### src/rtl/core/eehr_pkg.sv
// Shared types and constants of the edge event history ring.
package eehr_pkg;

    localparam int STAMP_W     = 64;
    localparam int CMD_W       = 2;
    localparam int LIMIT_W     = 16;
    localparam int CNT32_W     = 32;
    localparam int MAX_RESULTS = 64;
    localparam int RESULT_W    = $clog2(MAX_RESULTS + 1);

    localparam logic [CMD_W-1:0] CMD_LOG   = 2'd0;
    localparam logic [CMD_W-1:0] CMD_DRAIN = 2'd1;
    localparam logic [CMD_W-1:0] CMD_REF   = 2'd2;

    typedef struct packed {
        logic [CNT32_W-1:0] rise;
        logic [CNT32_W-1:0] fall;
    } edge_cnt_t;

    typedef struct packed {
        logic               event_valid;
        logic               event_level;
        logic [STAMP_W-1:0] event_time_us;
        logic               last;
        logic [CNT32_W-1:0] dropped_total;
        logic [CNT32_W-1:0] rise_count;
        logic [CNT32_W-1:0] fall_count;
        logic [CNT32_W-1:0] change_count;
    } result_t;

endpackage

### src/rtl/core/eehr_if.sv
// Handshake channels for request words and result words.
interface eehr_req_if
    import eehr_pkg::*;
();
    logic               valid;
    logic               ready;
    logic [CMD_W-1:0]   command;
    logic               level;
    logic [STAMP_W-1:0] sample_time;
    logic [LIMIT_W-1:0] event_limit;

    modport source (output valid, command, level, sample_time, event_limit, input ready);
    modport sink   (input valid, command, level, sample_time, event_limit, output ready);
endinterface

interface eehr_res_if
    import eehr_pkg::*;
();
    logic               valid;
    logic               ready;
    logic               event_valid;
    logic               event_level;
    logic [STAMP_W-1:0] event_time_us;
    logic               last;
    logic [CNT32_W-1:0] dropped_total;
    logic [CNT32_W-1:0] rise_count;
    logic [CNT32_W-1:0] fall_count;
    logic [CNT32_W-1:0] change_count;

    modport source (output valid, event_valid, event_level, event_time_us, last,
                    dropped_total, rise_count, fall_count, change_count, input ready);
    modport sink   (input valid, event_valid, event_level, event_time_us, last,
                    dropped_total, rise_count, fall_count, change_count, output ready);
endinterface

### src/rtl/core/edge_event_history_ring.sv
// Top level of the edge event history ring: log, drain and reference sequencer.
// Each request word gives one or more result words on the result channel, the
// last marked by last. Log, reference, unused and zero-limit drain requests
// give one result word each and can follow back to back while the sink keeps
// up; a drain that returns N events holds request.ready low until its last
// ring RAM read is issued, one read per event, each waiting for queue room.
// Each result word passes the pending result registers (for an event, the RAM
// read register) and then the result queue on its way to the result channel.
// Samples sit in one RAM of CAPACITY entries holding level and 64-bit stamp;
// it is not cleared after reset and needs no clearing pass. A two-word result
// queue lets requests keep coming while the sink stalls, until the queue fills.
module edge_event_history_ring
    import eehr_pkg::*;
#(
    parameter int CAPACITY = 64
) (
    input  logic       clk,
    input  logic       rst_n,
    eehr_req_if.sink   request,
    eehr_res_if.source result
);

    localparam int AW     = (CAPACITY > 1) ? $clog2(CAPACITY) : 1;
    localparam int FILL_W = $clog2(CAPACITY + 1);
    localparam int SW     = (FILL_W > RESULT_W) ? FILL_W : RESULT_W;
    localparam int MEM_W  = STAMP_W + 1;

    localparam logic ST_IDLE  = 1'b0;
    localparam logic ST_DRAIN = 1'b1;

    logic                state_reg;
    logic                state_next;
    logic [AW-1:0]       wp_reg;
    logic [FILL_W-1:0]   fill_reg;
    logic [CNT32_W-1:0]  ovf_reg;
    logic [AW-1:0]       rd_ptr_reg;
    logic [RESULT_W-1:0] remain_reg;
    logic [CNT32_W-1:0]  lost_reg;
    logic                p_reg;
    logic                p_event_reg;
    logic                p_last_reg;
    logic [CNT32_W-1:0]  p_dropped_reg;

    logic                accept;
    logic                is_log;
    logic                is_ref;
    logic                is_drain;
    logic                drain_go;
    logic                drain_any;
    logic                room;
    logic                issue;
    logic                pop;
    logic [1:0]          q_count;
    logic [RESULT_W-1:0] limit;
    logic [SW-1:0]       cnt_sel;
    logic [SW:0]         tail_wide;
    logic [CNT32_W-1:0]  lost_calc;
    logic [MEM_W-1:0]    rdata;
    edge_cnt_t           ecnt;
    result_t             push_data;

    assign pop    = result.valid && result.ready;
    assign room   = ({1'b0, q_count} + {2'b0, p_reg}) < (3'd2 + {2'b0, pop});
    assign request.ready = (state_reg == ST_IDLE) && room;
    assign accept   = request.valid && request.ready;
    assign is_log   = accept && (request.command == CMD_LOG);
    assign is_ref   = accept && (request.command == CMD_REF);
    assign is_drain = accept && (request.command == CMD_DRAIN);
    assign issue    = (state_reg == ST_DRAIN) && room;

    assign limit = (request.event_limit > LIMIT_W'(MAX_RESULTS))
                   ? RESULT_W'(MAX_RESULTS) : request.event_limit[RESULT_W-1:0];
    assign cnt_sel = (SW'(fill_reg) < SW'(limit)) ? SW'(fill_reg) : SW'(limit);
    assign tail_wide = ((SW+1)'(wp_reg) >= (SW+1)'(cnt_sel))
                       ? (SW+1)'(wp_reg) - (SW+1)'(cnt_sel)
                       : (SW+1)'(wp_reg) + (SW+1)'(CAPACITY) - (SW+1)'(cnt_sel);
    assign lost_calc = CNT32_W'(SW'(fill_reg) - cnt_sel) + ovf_reg;

    assign drain_any = is_drain && (limit != '0);
    assign drain_go  = drain_any && (cnt_sel != '0);

    always_comb
    begin
        state_next = state_reg;
        unique case (state_reg)
            ST_IDLE:
            begin
                if (drain_go)
                begin
                    state_next = ST_DRAIN;
                end
            end
            ST_DRAIN:
            begin
                if (issue && (remain_reg == RESULT_W'(1)))
                begin
                    state_next = ST_IDLE;
                end
            end
            default:
            begin
                state_next = ST_IDLE;
            end
        endcase
    end

    always_ff @(posedge clk or negedge rst_n)
    begin
        if (!rst_n)
        begin
            state_reg <= ST_IDLE;
            wp_reg    <= '0;
            fill_reg  <= '0;
            ovf_reg   <= '0;
            p_reg     <= 1'b0;
        end
        else
        begin
            state_reg <= state_next;
            p_reg     <= (accept && !drain_go) || issue;
            if (is_log)
            begin
                wp_reg <= (wp_reg == AW'(CAPACITY - 1)) ? '0 : wp_reg + 1'b1;
                if (fill_reg < FILL_W'(CAPACITY))
                begin
                    fill_reg <= fill_reg + 1'b1;
                end
                else
                begin
                    ovf_reg <= ovf_reg + 1'b1;
                end
            end
            else if (drain_any)
            begin
                wp_reg   <= '0;
                fill_reg <= '0;
                ovf_reg  <= '0;
            end
        end
    end

    always_ff @(posedge clk)
    begin
        if (drain_go)
        begin
            rd_ptr_reg <= AW'(tail_wide);
            remain_reg <= RESULT_W'(cnt_sel);
            lost_reg   <= lost_calc;
        end
        else if (issue)
        begin
            rd_ptr_reg <= (rd_ptr_reg == AW'(CAPACITY - 1)) ? '0 : rd_ptr_reg + 1'b1;
            remain_reg <= remain_reg - 1'b1;
        end

        if (issue)
        begin
            p_event_reg   <= 1'b1;
            p_last_reg    <= (remain_reg == RESULT_W'(1));
            p_dropped_reg <= (remain_reg == RESULT_W'(1)) ? lost_reg : '0;
        end
        else if (accept)
        begin
            p_event_reg   <= 1'b0;
            p_last_reg    <= 1'b1;
            p_dropped_reg <= drain_any ? lost_calc : '0;
        end
    end

    eehr_ram #(
        .WIDTH (MEM_W),
        .DEPTH (CAPACITY)
    ) u_ring (
        .clk   (clk),
        .we    (is_log),
        .waddr (wp_reg),
        .wdata ({request.level, request.sample_time}),
        .re    (issue),
        .raddr (rd_ptr_reg),
        .rdata (rdata)
    );

    eehr_edge u_edge (
        .clk    (clk),
        .rst_n  (rst_n),
        .log_en (is_log),
        .ref_en (is_ref),
        .level  (request.level),
        .cnt    (ecnt)
    );

    always_comb
    begin
        push_data.event_valid   = p_event_reg;
        push_data.event_level   = p_event_reg ? rdata[STAMP_W] : 1'b0;
        push_data.event_time_us = p_event_reg ? rdata[STAMP_W-1:0] : '0;
        push_data.last          = p_last_reg;
        push_data.dropped_total = p_dropped_reg;
        push_data.rise_count    = ecnt.rise;
        push_data.fall_count    = ecnt.fall;
        push_data.change_count  = ecnt.rise + ecnt.fall;
    end

    eehr_outq u_outq (
        .clk       (clk),
        .rst_n     (rst_n),
        .push      (p_reg),
        .push_data (push_data),
        .count     (q_count),
        .result    (result)
    );

endmodule

### src/rtl/core/eehr_ram.sv
// Generic single-port-write, registered-read RAM.
module eehr_ram #(
    parameter int WIDTH = 65,
    parameter int DEPTH = 64
) (
    input  logic                                    clk,
    input  logic                                    we,
    input  logic [(DEPTH > 1 ? $clog2(DEPTH) : 1)-1:0] waddr,
    input  logic [WIDTH-1:0]                        wdata,
    input  logic                                    re,
    input  logic [(DEPTH > 1 ? $clog2(DEPTH) : 1)-1:0] raddr,
    output logic [WIDTH-1:0]                        rdata
);

    logic [WIDTH-1:0] mem [DEPTH];

    always_ff @(posedge clk)
    begin
        if (we)
        begin
            mem[waddr] <= wdata;
        end
        if (re)
        begin
            rdata <= mem[raddr];
        end
    end

endmodule

### src/rtl/core/eehr_edge.sv
// Rise and fall counters against the last known pin level.
module eehr_edge
    import eehr_pkg::*;
(
    input  logic      clk,
    input  logic      rst_n,
    input  logic      log_en,
    input  logic      ref_en,
    input  logic      level,
    output edge_cnt_t cnt
);

    logic               prev_level_reg;
    logic               prev_known_reg;
    logic [CNT32_W-1:0] rise_reg;
    logic [CNT32_W-1:0] fall_reg;

    always_ff @(posedge clk or negedge rst_n)
    begin
        if (!rst_n)
        begin
            prev_level_reg <= 1'b0;
            prev_known_reg <= 1'b0;
            rise_reg       <= '0;
            fall_reg       <= '0;
        end
        else if (log_en)
        begin
            if (prev_known_reg && (level != prev_level_reg))
            begin
                if (level)
                begin
                    rise_reg <= rise_reg + 1'b1;
                end
                else
                begin
                    fall_reg <= fall_reg + 1'b1;
                end
            end
            prev_known_reg <= 1'b1;
            prev_level_reg <= level;
        end
        else if (ref_en)
        begin
            prev_known_reg <= 1'b1;
            prev_level_reg <= level;
        end
    end

    assign cnt.rise = rise_reg;
    assign cnt.fall = fall_reg;

endmodule

### src/rtl/core/eehr_outq.sv
// Two-word result queue in front of the result channel.
module eehr_outq
    import eehr_pkg::*;
(
    input  logic        clk,
    input  logic        rst_n,
    input  logic        push,
    input  result_t     push_data,
    output logic [1:0]  count,
    eehr_res_if.source  result
);

    result_t    ent_reg [2];
    logic       wr_idx_reg;
    logic       rd_idx_reg;
    logic [1:0] cnt_reg;
    logic [1:0] cnt_next;
    logic       pop;
    result_t    head;

    assign pop = result.valid && result.ready;

    always_comb
    begin
        cnt_next = cnt_reg;
        if (push && !pop)
        begin
            cnt_next = cnt_reg + 2'd1;
        end
        else if (pop && !push)
        begin
            cnt_next = cnt_reg - 2'd1;
        end
    end

    always_ff @(posedge clk or negedge rst_n)
    begin
        if (!rst_n)
        begin
            wr_idx_reg <= 1'b0;
            rd_idx_reg <= 1'b0;
            cnt_reg    <= 2'd0;
        end
        else
        begin
            cnt_reg <= cnt_next;
            if (push)
            begin
                wr_idx_reg <= ~wr_idx_reg;
            end
            if (pop)
            begin
                rd_idx_reg <= ~rd_idx_reg;
            end
        end
    end

    always_ff @(posedge clk)
    begin
        if (push)
        begin
            ent_reg[wr_idx_reg] <= push_data;
        end
    end

    assign head  = ent_reg[rd_idx_reg];
    assign count = cnt_reg;

    assign result.valid         = (cnt_reg != 2'd0);
    assign result.event_valid   = head.event_valid;
    assign result.event_level   = head.event_level;
    assign result.event_time_us = head.event_time_us;
    assign result.last          = head.last;
    assign result.dropped_total = head.dropped_total;
    assign result.rise_count    = head.rise_count;
    assign result.fall_count    = head.fall_count;
    assign result.change_count  = head.change_count;

endmodule
### src/flat_wrapper.sv
// flat-port wrapper written by rule: the top's interface ports become plain ports
module edge_event_history_ring_flat import eehr_pkg::*;
#(
    parameter int CAPACITY = 64
)
  (clk, rst_n, request_valid, request_command, request_level, request_sample_time, request_event_limit, request_ready, result_valid, result_event_valid, result_event_level, result_event_time_us, result_last, result_dropped_total, result_rise_count, result_fall_count, result_change_count, result_ready);
  eehr_req_if request_i ();
  eehr_res_if result_i ();
  input  logic clk;
  input  logic rst_n;
  input wire logic [$bits(request_i.valid)-1:0] request_valid;
  input wire logic [$bits(request_i.command)-1:0] request_command;
  input wire logic [$bits(request_i.level)-1:0] request_level;
  input wire logic [$bits(request_i.sample_time)-1:0] request_sample_time;
  input wire logic [$bits(request_i.event_limit)-1:0] request_event_limit;
  output wire logic [$bits(request_i.ready)-1:0] request_ready;
  output wire logic [$bits(result_i.valid)-1:0] result_valid;
  output wire logic [$bits(result_i.event_valid)-1:0] result_event_valid;
  output wire logic [$bits(result_i.event_level)-1:0] result_event_level;
  output wire logic [$bits(result_i.event_time_us)-1:0] result_event_time_us;
  output wire logic [$bits(result_i.last)-1:0] result_last;
  output wire logic [$bits(result_i.dropped_total)-1:0] result_dropped_total;
  output wire logic [$bits(result_i.rise_count)-1:0] result_rise_count;
  output wire logic [$bits(result_i.fall_count)-1:0] result_fall_count;
  output wire logic [$bits(result_i.change_count)-1:0] result_change_count;
  input wire logic [$bits(result_i.ready)-1:0] result_ready;
  assign request_i.valid = request_valid;
  assign request_i.command = request_command;
  assign request_i.level = request_level;
  assign request_i.sample_time = request_sample_time;
  assign request_i.event_limit = request_event_limit;
  assign request_ready = request_i.ready;
  assign result_valid = result_i.valid;
  assign result_event_valid = result_i.event_valid;
  assign result_event_level = result_i.event_level;
  assign result_event_time_us = result_i.event_time_us;
  assign result_last = result_i.last;
  assign result_dropped_total = result_i.dropped_total;
  assign result_rise_count = result_i.rise_count;
  assign result_fall_count = result_i.fall_count;
  assign result_change_count = result_i.change_count;
  assign result_i.ready = result_ready;
  edge_event_history_ring #(.CAPACITY(CAPACITY)) u_core (.clk(clk), .rst_n(rst_n), .request(request_i), .result(result_i));
endmodule
### config.mk
export PLATFORM = sky130hd
export DESIGN_NAME = edge_event_history_ring_flat
export DESIGN_NICKNAME = d
export VERILOG_FILES = /design/src/rtl/core/eehr_pkg.sv /design/src/rtl/core/eehr_if.sv /design/src/rtl/core/edge_event_history_ring.sv /design/src/rtl/core/eehr_ram.sv /design/src/rtl/core/eehr_edge.sv /design/src/rtl/core/eehr_outq.sv /design/src/flat_wrapper.sv
export SDC_FILE = /design/constraint.sdc
export NUM_CORES = 2
export LEC_CHECK = 0
export ABC_CLOCK_PERIOD_IN_PS = 14700
export BUFFER_PORTS_ARGS = -buffer_cell sky130_fd_sc_hd__buf_2
export CAP_MARGIN = 15
export CORE_MARGIN = 1.5
export CORE_UTILIZATION = 41
export DETAILED_ROUTE_END_ITERATION = 7
export MAX_ROUTING_LAYER = met4
export SLEW_MARGIN = 20
export SYNTH_ARGS = -nofsm -noshare
export SYNTH_HDL_FRONTEND = slang
export SYNTH_HIERARCHICAL = 1
export SYNTH_MEMORY_MAX_BITS = 65536
export SYNTH_SLANG_ARGS = --single-unit
### constraint.sdc
create_clock -name clk -period 14.7 [get_ports clk]
set_input_delay 1.47 -clock clk [delete_from_list [all_inputs] [get_ports clk]]
set_output_delay 1.47 -clock clk [all_outputs]
set_load 0.02 [all_outputs]
Word-level counts from Yosys, hierarchy flattened
Memory sizes are Yosys's and may differ from the RTL's. A register that Yosys moved wholly into a read port is not among the register bits.
Index checks and enable logic that the tools add are counted.

word-level totals
  register bits = 196
  memories kept = 2
  word-level logic and storage cells = 123
  bits in writable memories = 4,550

memories
  name                   words  width  rd ports  clocked after memory_dff  write ports  RTL line         RTL
  u_core.u_ring.mem      64     65     1         1                         1            eehr_ram.sv:15   logic [WIDTH-1:0] mem [DEPTH];
  u_core.u_outq.ent_reg  2      195    1         0                         1            eehr_outq.sv:13  result_t ent_reg [2];

operators by class
  magnitude comparators = 5
  equal/unequal tests = 8
  multiplexer cells = 38
  bitwise logic cells = 4
  $add $sub $neg = 17
  reduce and logical (&&, ||, !) cells = 31

operators by type and width
  cell                                                  count
  two-way mux 32 bit                                    7
  adder 32 x 1 -> 32 bit (second input constant)        3
  adder 32 bit                                          2
  two-way mux 64 bit                                    1
  two-way mux 7 bit                                     7
  two-way mux 6 bit                                     7
  adder 6 x 1 -> 6 bit (second input constant)          3
  > comparator 16 x 7 -> 1 bit (second input constant)  1
  logical AND 1 bit                                     14
  nonzero test 7 bit                                    2
  two-way mux 1 bit                                     13
  == test 6 bit (second input constant)                 2
  nonzero test 2 bit                                    6
  subtractor 6 bit                                      2
  subtractor 7 x 7 -> 8 bit                             1
  adder 7 x 1 -> 7 bit (second input constant)          1
  == test 7 x 1 -> 1 bit (second input constant)        1
  >= comparator 6 x 7 -> 1 bit                          1
  less-than comparator 7 bit                            1
  less-than comparator 7 bit (second input constant)    1
  subtractor 7 x 1 -> 7 bit (second input constant)     1
  AND reduction 3 bit                                   2
  two-way mux 2 bit                                     2
  != test 2 bit (second input constant)                 2
  other kinds (14)                                      20

Depth between registers and ports, before layout
  word-level depth = 12
  depth in mapped cells = 29

Modules after synthesis
The synthesis kept the hierarchy.

by module, submodules not included
  module                   cells an instance  area each (µm²)  times used  seq. area each (µm²)
  eehr_ram                 6,606              158,981.2        1           126,871.7
  eehr_outq                622                14,831.7         1           11,811.3
  edge_event_history_ring  1,060              9,830.7          1           3,538.4
  eehr_edge                278                3,140.5          1           1,651.6

Least setup slack after synthesis
OpenSTA, ideal clock, no wires.

  path kind = reg2reg
  start point = register u_core.u_outq.wr_idx_reg
  end point = memory u_core/u_outq/ent_reg[0][0] (netlist name), enable pin
  path buffers = 0
  path slack = 4.922 ns
  data required time = 13.923 ns
  cell stages (with the launch flop) = 2
  data arrival time = 9.001 ns
  clock period less this slack = 9.778 ns
  cell sequence = dfrtp_1 > nor2b_1

RTL lines
  element                 RTL line         RTL
  from (decl)             eehr_outq.sv:14  logic wr_idx_reg;
  from (signal assigned)  eehr_outq.sv:49  wr_idx_reg <= ~wr_idx_reg;
  to (decl)               eehr_outq.sv:13

Straight into the memory's write port.

Worst setup path after layout
  start point = input port request_event_limit[2]
  end point = register u_core.p_dropped_reg[30] (data pin)

between the ends
  longest elaborated chain between the ends = 9

RTL lines
  element                        RTL line                        RTL
  from (decl)                    flat_wrapper.sv:15              input wire logic [$bits(request_i.event_limit)-1:0] request_event_limit;
  > comparator 16 x 7 -> 1 bit   edge_event_history_ring.sv:71   assign limit = (request.event_limit > LIMIT_W'(MAX_RESULTS))
  two-way mux 7 bit (*)          edge_event_history_ring.sv:72   ? RESULT_W'(MAX_RESULTS) : request.event_limit[RESULT_W-1:0];
  less-than comparator 7 bit     edge_event_history_ring.sv:73   assign cnt_sel = (SW'(fill_reg) < SW'(limit)) ? SW'(fill_reg) : SW'(limit);
  two-way mux 7 bit (*)          edge_event_history_ring.sv:73
  subtractor 7 x 7 -> 8 bit (*)  edge_event_history_ring.sv:77   assign lost_calc = CNT32_W'(SW'(fill_reg) - cnt_sel) + ovf_reg;
  adder 32 bit (*)               edge_event_history_ring.sv:77
  via u_core.lost_calc[30]       edge_event_history_ring.sv:57   logic [CNT32_W-1:0] lost_calc;
  two-way mux 32 bit (*)         edge_event_history_ring.sv:166  p_dropped_reg <= drain_any ? lost_calc : '0;
  two-way mux 32 bit (*)         edge_event_history_ring.sv:162  else if (accept)
  two-way mux 32 bit (*)         edge_event_history_ring.sv:156  if (issue)
  to (signal assigned)           edge_event_history_ring.sv:160  p_dropped_reg <= (remain_reg == RESULT_W'(1)) ? lost_reg : '0;
  to (signal assigned)           edge_event_history_ring.sv:166
  to (decl)                      edge_event_history_ring.sv:42   logic [CNT32_W-1:0] p_dropped_reg;

The timed path passes the listed nets; every way through them passes the cells marked *. The select of a mux whose other input is x is not followed.
A chain may end at the register's enable or synchronous reset.

==> run metrics <==
Critical Path Slowest Stage Cell o32ai_4; crit path kind input port to flip-flop; vias in the first global route approximately 94000; setup slack after layout 6.75 ns; top_reg_cell synth edfxtp_1; final hold violation count 0; TritonRoute pass-1 iters 5; Critical Path Source Type input port; post-CTS sizing 0; clock slew at reported path FFs around 0.060 ns; FF+latch area 144000 µm²; register area share after synthesis 77.0%; area grow syn2layout 13.5%; CTS tree yes; Die X 678 µm; FF-to-FF Start u_core/fill_reg[1]; routed len/inst between 30 and 40 µm; design area 212000 µm²; Power per Cell Area between 150 and 200 nW/µm²; Max Cap Viol 0; largest net degree at the start of global routing about 120; initial antenna violation count 43; Post-DRT Antenna Nets 0; hold depth 0; Mapped Area 187000 µm²; drt drc 0; GPL Wtd Cong 0.861; maximum vdd ir drop around 0.34 mV; max_slew headroom 21.8%; Pins Over Slew Limit 0; pre-CTS setup slack 5.95 ns; clk root buf clkbuf_16; flop2flop setup slack 7.90 ns; worst path required time 15.46 ns; cts bufs inserted 477; Leak 0.0679 µW; Core ar. 453000 µm²; Largest register FFs 4160; number of synthesized register bits 4811; total gr overflow 0; Vias/cell between 6 and 7; I/O Buffers ~280; All-Layer GR Usage 22.8%; DRT Wirelength 519000 µm; HP Start u_core/p_dropped_reg[6]; TritonCTS Sinks 4811; top-area cell type share of the netlist area 75.4%; Synth Instances between 8000 and 9000; status completed; area of the die 460000 µm²; Post-synth EDFFs 4693; Reg2Reg Depth 21; area leader, netlist edfxtp_1; Post-CTS Setup Repair Bufs 0; Clock H-tree levels 5; crit-path max cell delay 0.73 ns; Mean Syn Cell Area between 20 and 25 µm²; I/O pin total 284; HPWL after DPL about 290000 µm; multi-input logic area 41000 µm²; first-pass GRT wire length 728000 µm; async set-reset flop share out of synthesis 2.43%; Buf/Inv on CP 1; final net count a little over 9000; latest clock arrival within the worst-skew pair 1.07 ns; critical path's top delay family compound AO/OA/AOI/OAI gates; YS warnings 6; Critical Path End Type flip-flop; Netlist cell types 86; CP arrival about 8.7 ns; Cell Rows ~250; Initial Util 41.2%; post-route setup TNS 0 ns; Hold WC Path Type flip-flop to flip-flop; Die Height a little under 700 µm; Filler Cells Inserted 36930; # hold bufs at CTS 0; Tmin final 7.95 ns; measured slew at the worst slew-check pin 1.17 ns; clk buf depth 4; FMAX 126 MHz; period utilization 54.1%; Post-Syn Nets slightly below 9000; top post-synthesis cells by area edfxtp_1 (75%), mux4_2 (13%), dfrtp_1 (1.6%); final setup vio count 0; RSZ-0062 raised after global routing no; dpl cell area 196000 µm²; initial detailed-routing violation count around 13000; ratio of cells with drive above 1 in the final layout 27.2%; Reg-to-Reg End u_core/p_dropped_reg[30]; clock skew 0.0925 ns; CP Max Fanout 25; most used cell, CP a21oi_1; Vias 93720; hold endpoint u_core/u_outq/ent_reg[1][102]
==> cells in the final DEF (no fill, tap or decap), types with 80 or more instances in the layout <==
cell type / count
mux4_2: 1040
dfrtp_1: 116
o22ai_1: 133
nor2_1: 147
clkbuf_16: 478
buf_4: 276
mux2_4: 140
and2_1: 80
clkinv_2: 87
buf_2: 238
ha_1: 90
a22oi_1: 260
clkinv_1: 109
nand2_1: 113
xnor2_1: 98
nand3_1: 170
mux2i_1: 109
edfxtp_1: 4693
==> final cells by class <==
class	instances	area share (%)
repair buffers	530	1.69
clock buffers	557	5.78
clock inverters	326	1.67
flip-flops and latches	4811	67.9
inverters	49	0.0891
multi-input cells	3273	19.4
well taps	5976	3.53
diodes	36	0.0425
==> metrics by stage <==
stage	hold WS (ns)	power [µW]	instances	util, %
3_5_place_dp	0.436	28200	14636	43.3
6_report	0.447	40000	15558	46.8
4_1_cts	0.444	40400	15519	46.7
2_1_floorplan	0.421	24100	8566	-
5_1_grt	0.462	41400	15551	46.8
3_3_place_gp	0.428	28000	14634	43.3
==> power by group <==
part	internal [µW]	switching [µW]	leakage, µW	total (µW)
Combinational	4500	7040	0.0163	11500
Clock	6970	5310	0.00764	12300
Sequential	16000	262	0.0439	16200
==> worst max-delay path by stage <==
stage / cells after the start / end / start
6_report: 26 / u_core/p_dropped_reg[30] / request_event_limit[2]
3_3_place_gp: 26 / u_core/p_dropped_reg[25] / request_event_limit[2]
2_1_floorplan: 1 / u_core/u_outq/ent_reg[0][0] / u_core/u_outq/wr_idx_reg
3_5_place_dp: 26 / u_core/p_dropped_reg[20] / request_event_limit[2]
4_1_cts: 26 / u_core/p_dropped_reg[30] / request_event_limit[2]
5_1_grt: 26 / u_core/p_dropped_reg[20] / request_event_limit[2]
==> Yosys cell counts, drive strengths merged (27+ instances only) <==
| cell | instances |
|---|---|
| edfxtp | 4693 |
| mux4 | 1040 |
| buf | 289 |
| a22oi | 260 |
| nor2 | 212 |
| mux2 | 196 |
| nand3 | 171 |
| clkbuf | 144 |
| o22ai | 133 |
| dfrtp | 117 |
| nand2 | 116 |
| mux2i | 109 |
| xnor2 | 98 |
| ha | 90 |
| and2 | 85 |
| a21oi | 79 |
| a211oi | 75 |
| o211a | 67 |
| xor2 | 61 |
| o21ai | 57 |
| inv | 48 |
| o221ai | 47 |
| nand4 | 40 |
| nor3 | 35 |
| a22o | 34 |
| a21o | 29 |
| nand3b | 27 |
==> logic make-up after synthesis <==
kind of cell	share of synthesized area (%)
flops	77.0
mux	14.6
compound gates	3.37
simple gates	2.30
buf+inv	1.32
xor+xnor	0.746
fa+ha+maj	0.646
==> routing by layer <==
metal | share of wire [%] | track usage [%]
met2 | 48 | 36.1
met3 | 8.8 | 3.67
met4 | 2.9 | 6.13
met5 | 0 | -
met1 | 40 | 31.0
Note: power is estimated with default switching activity, not from simulation.
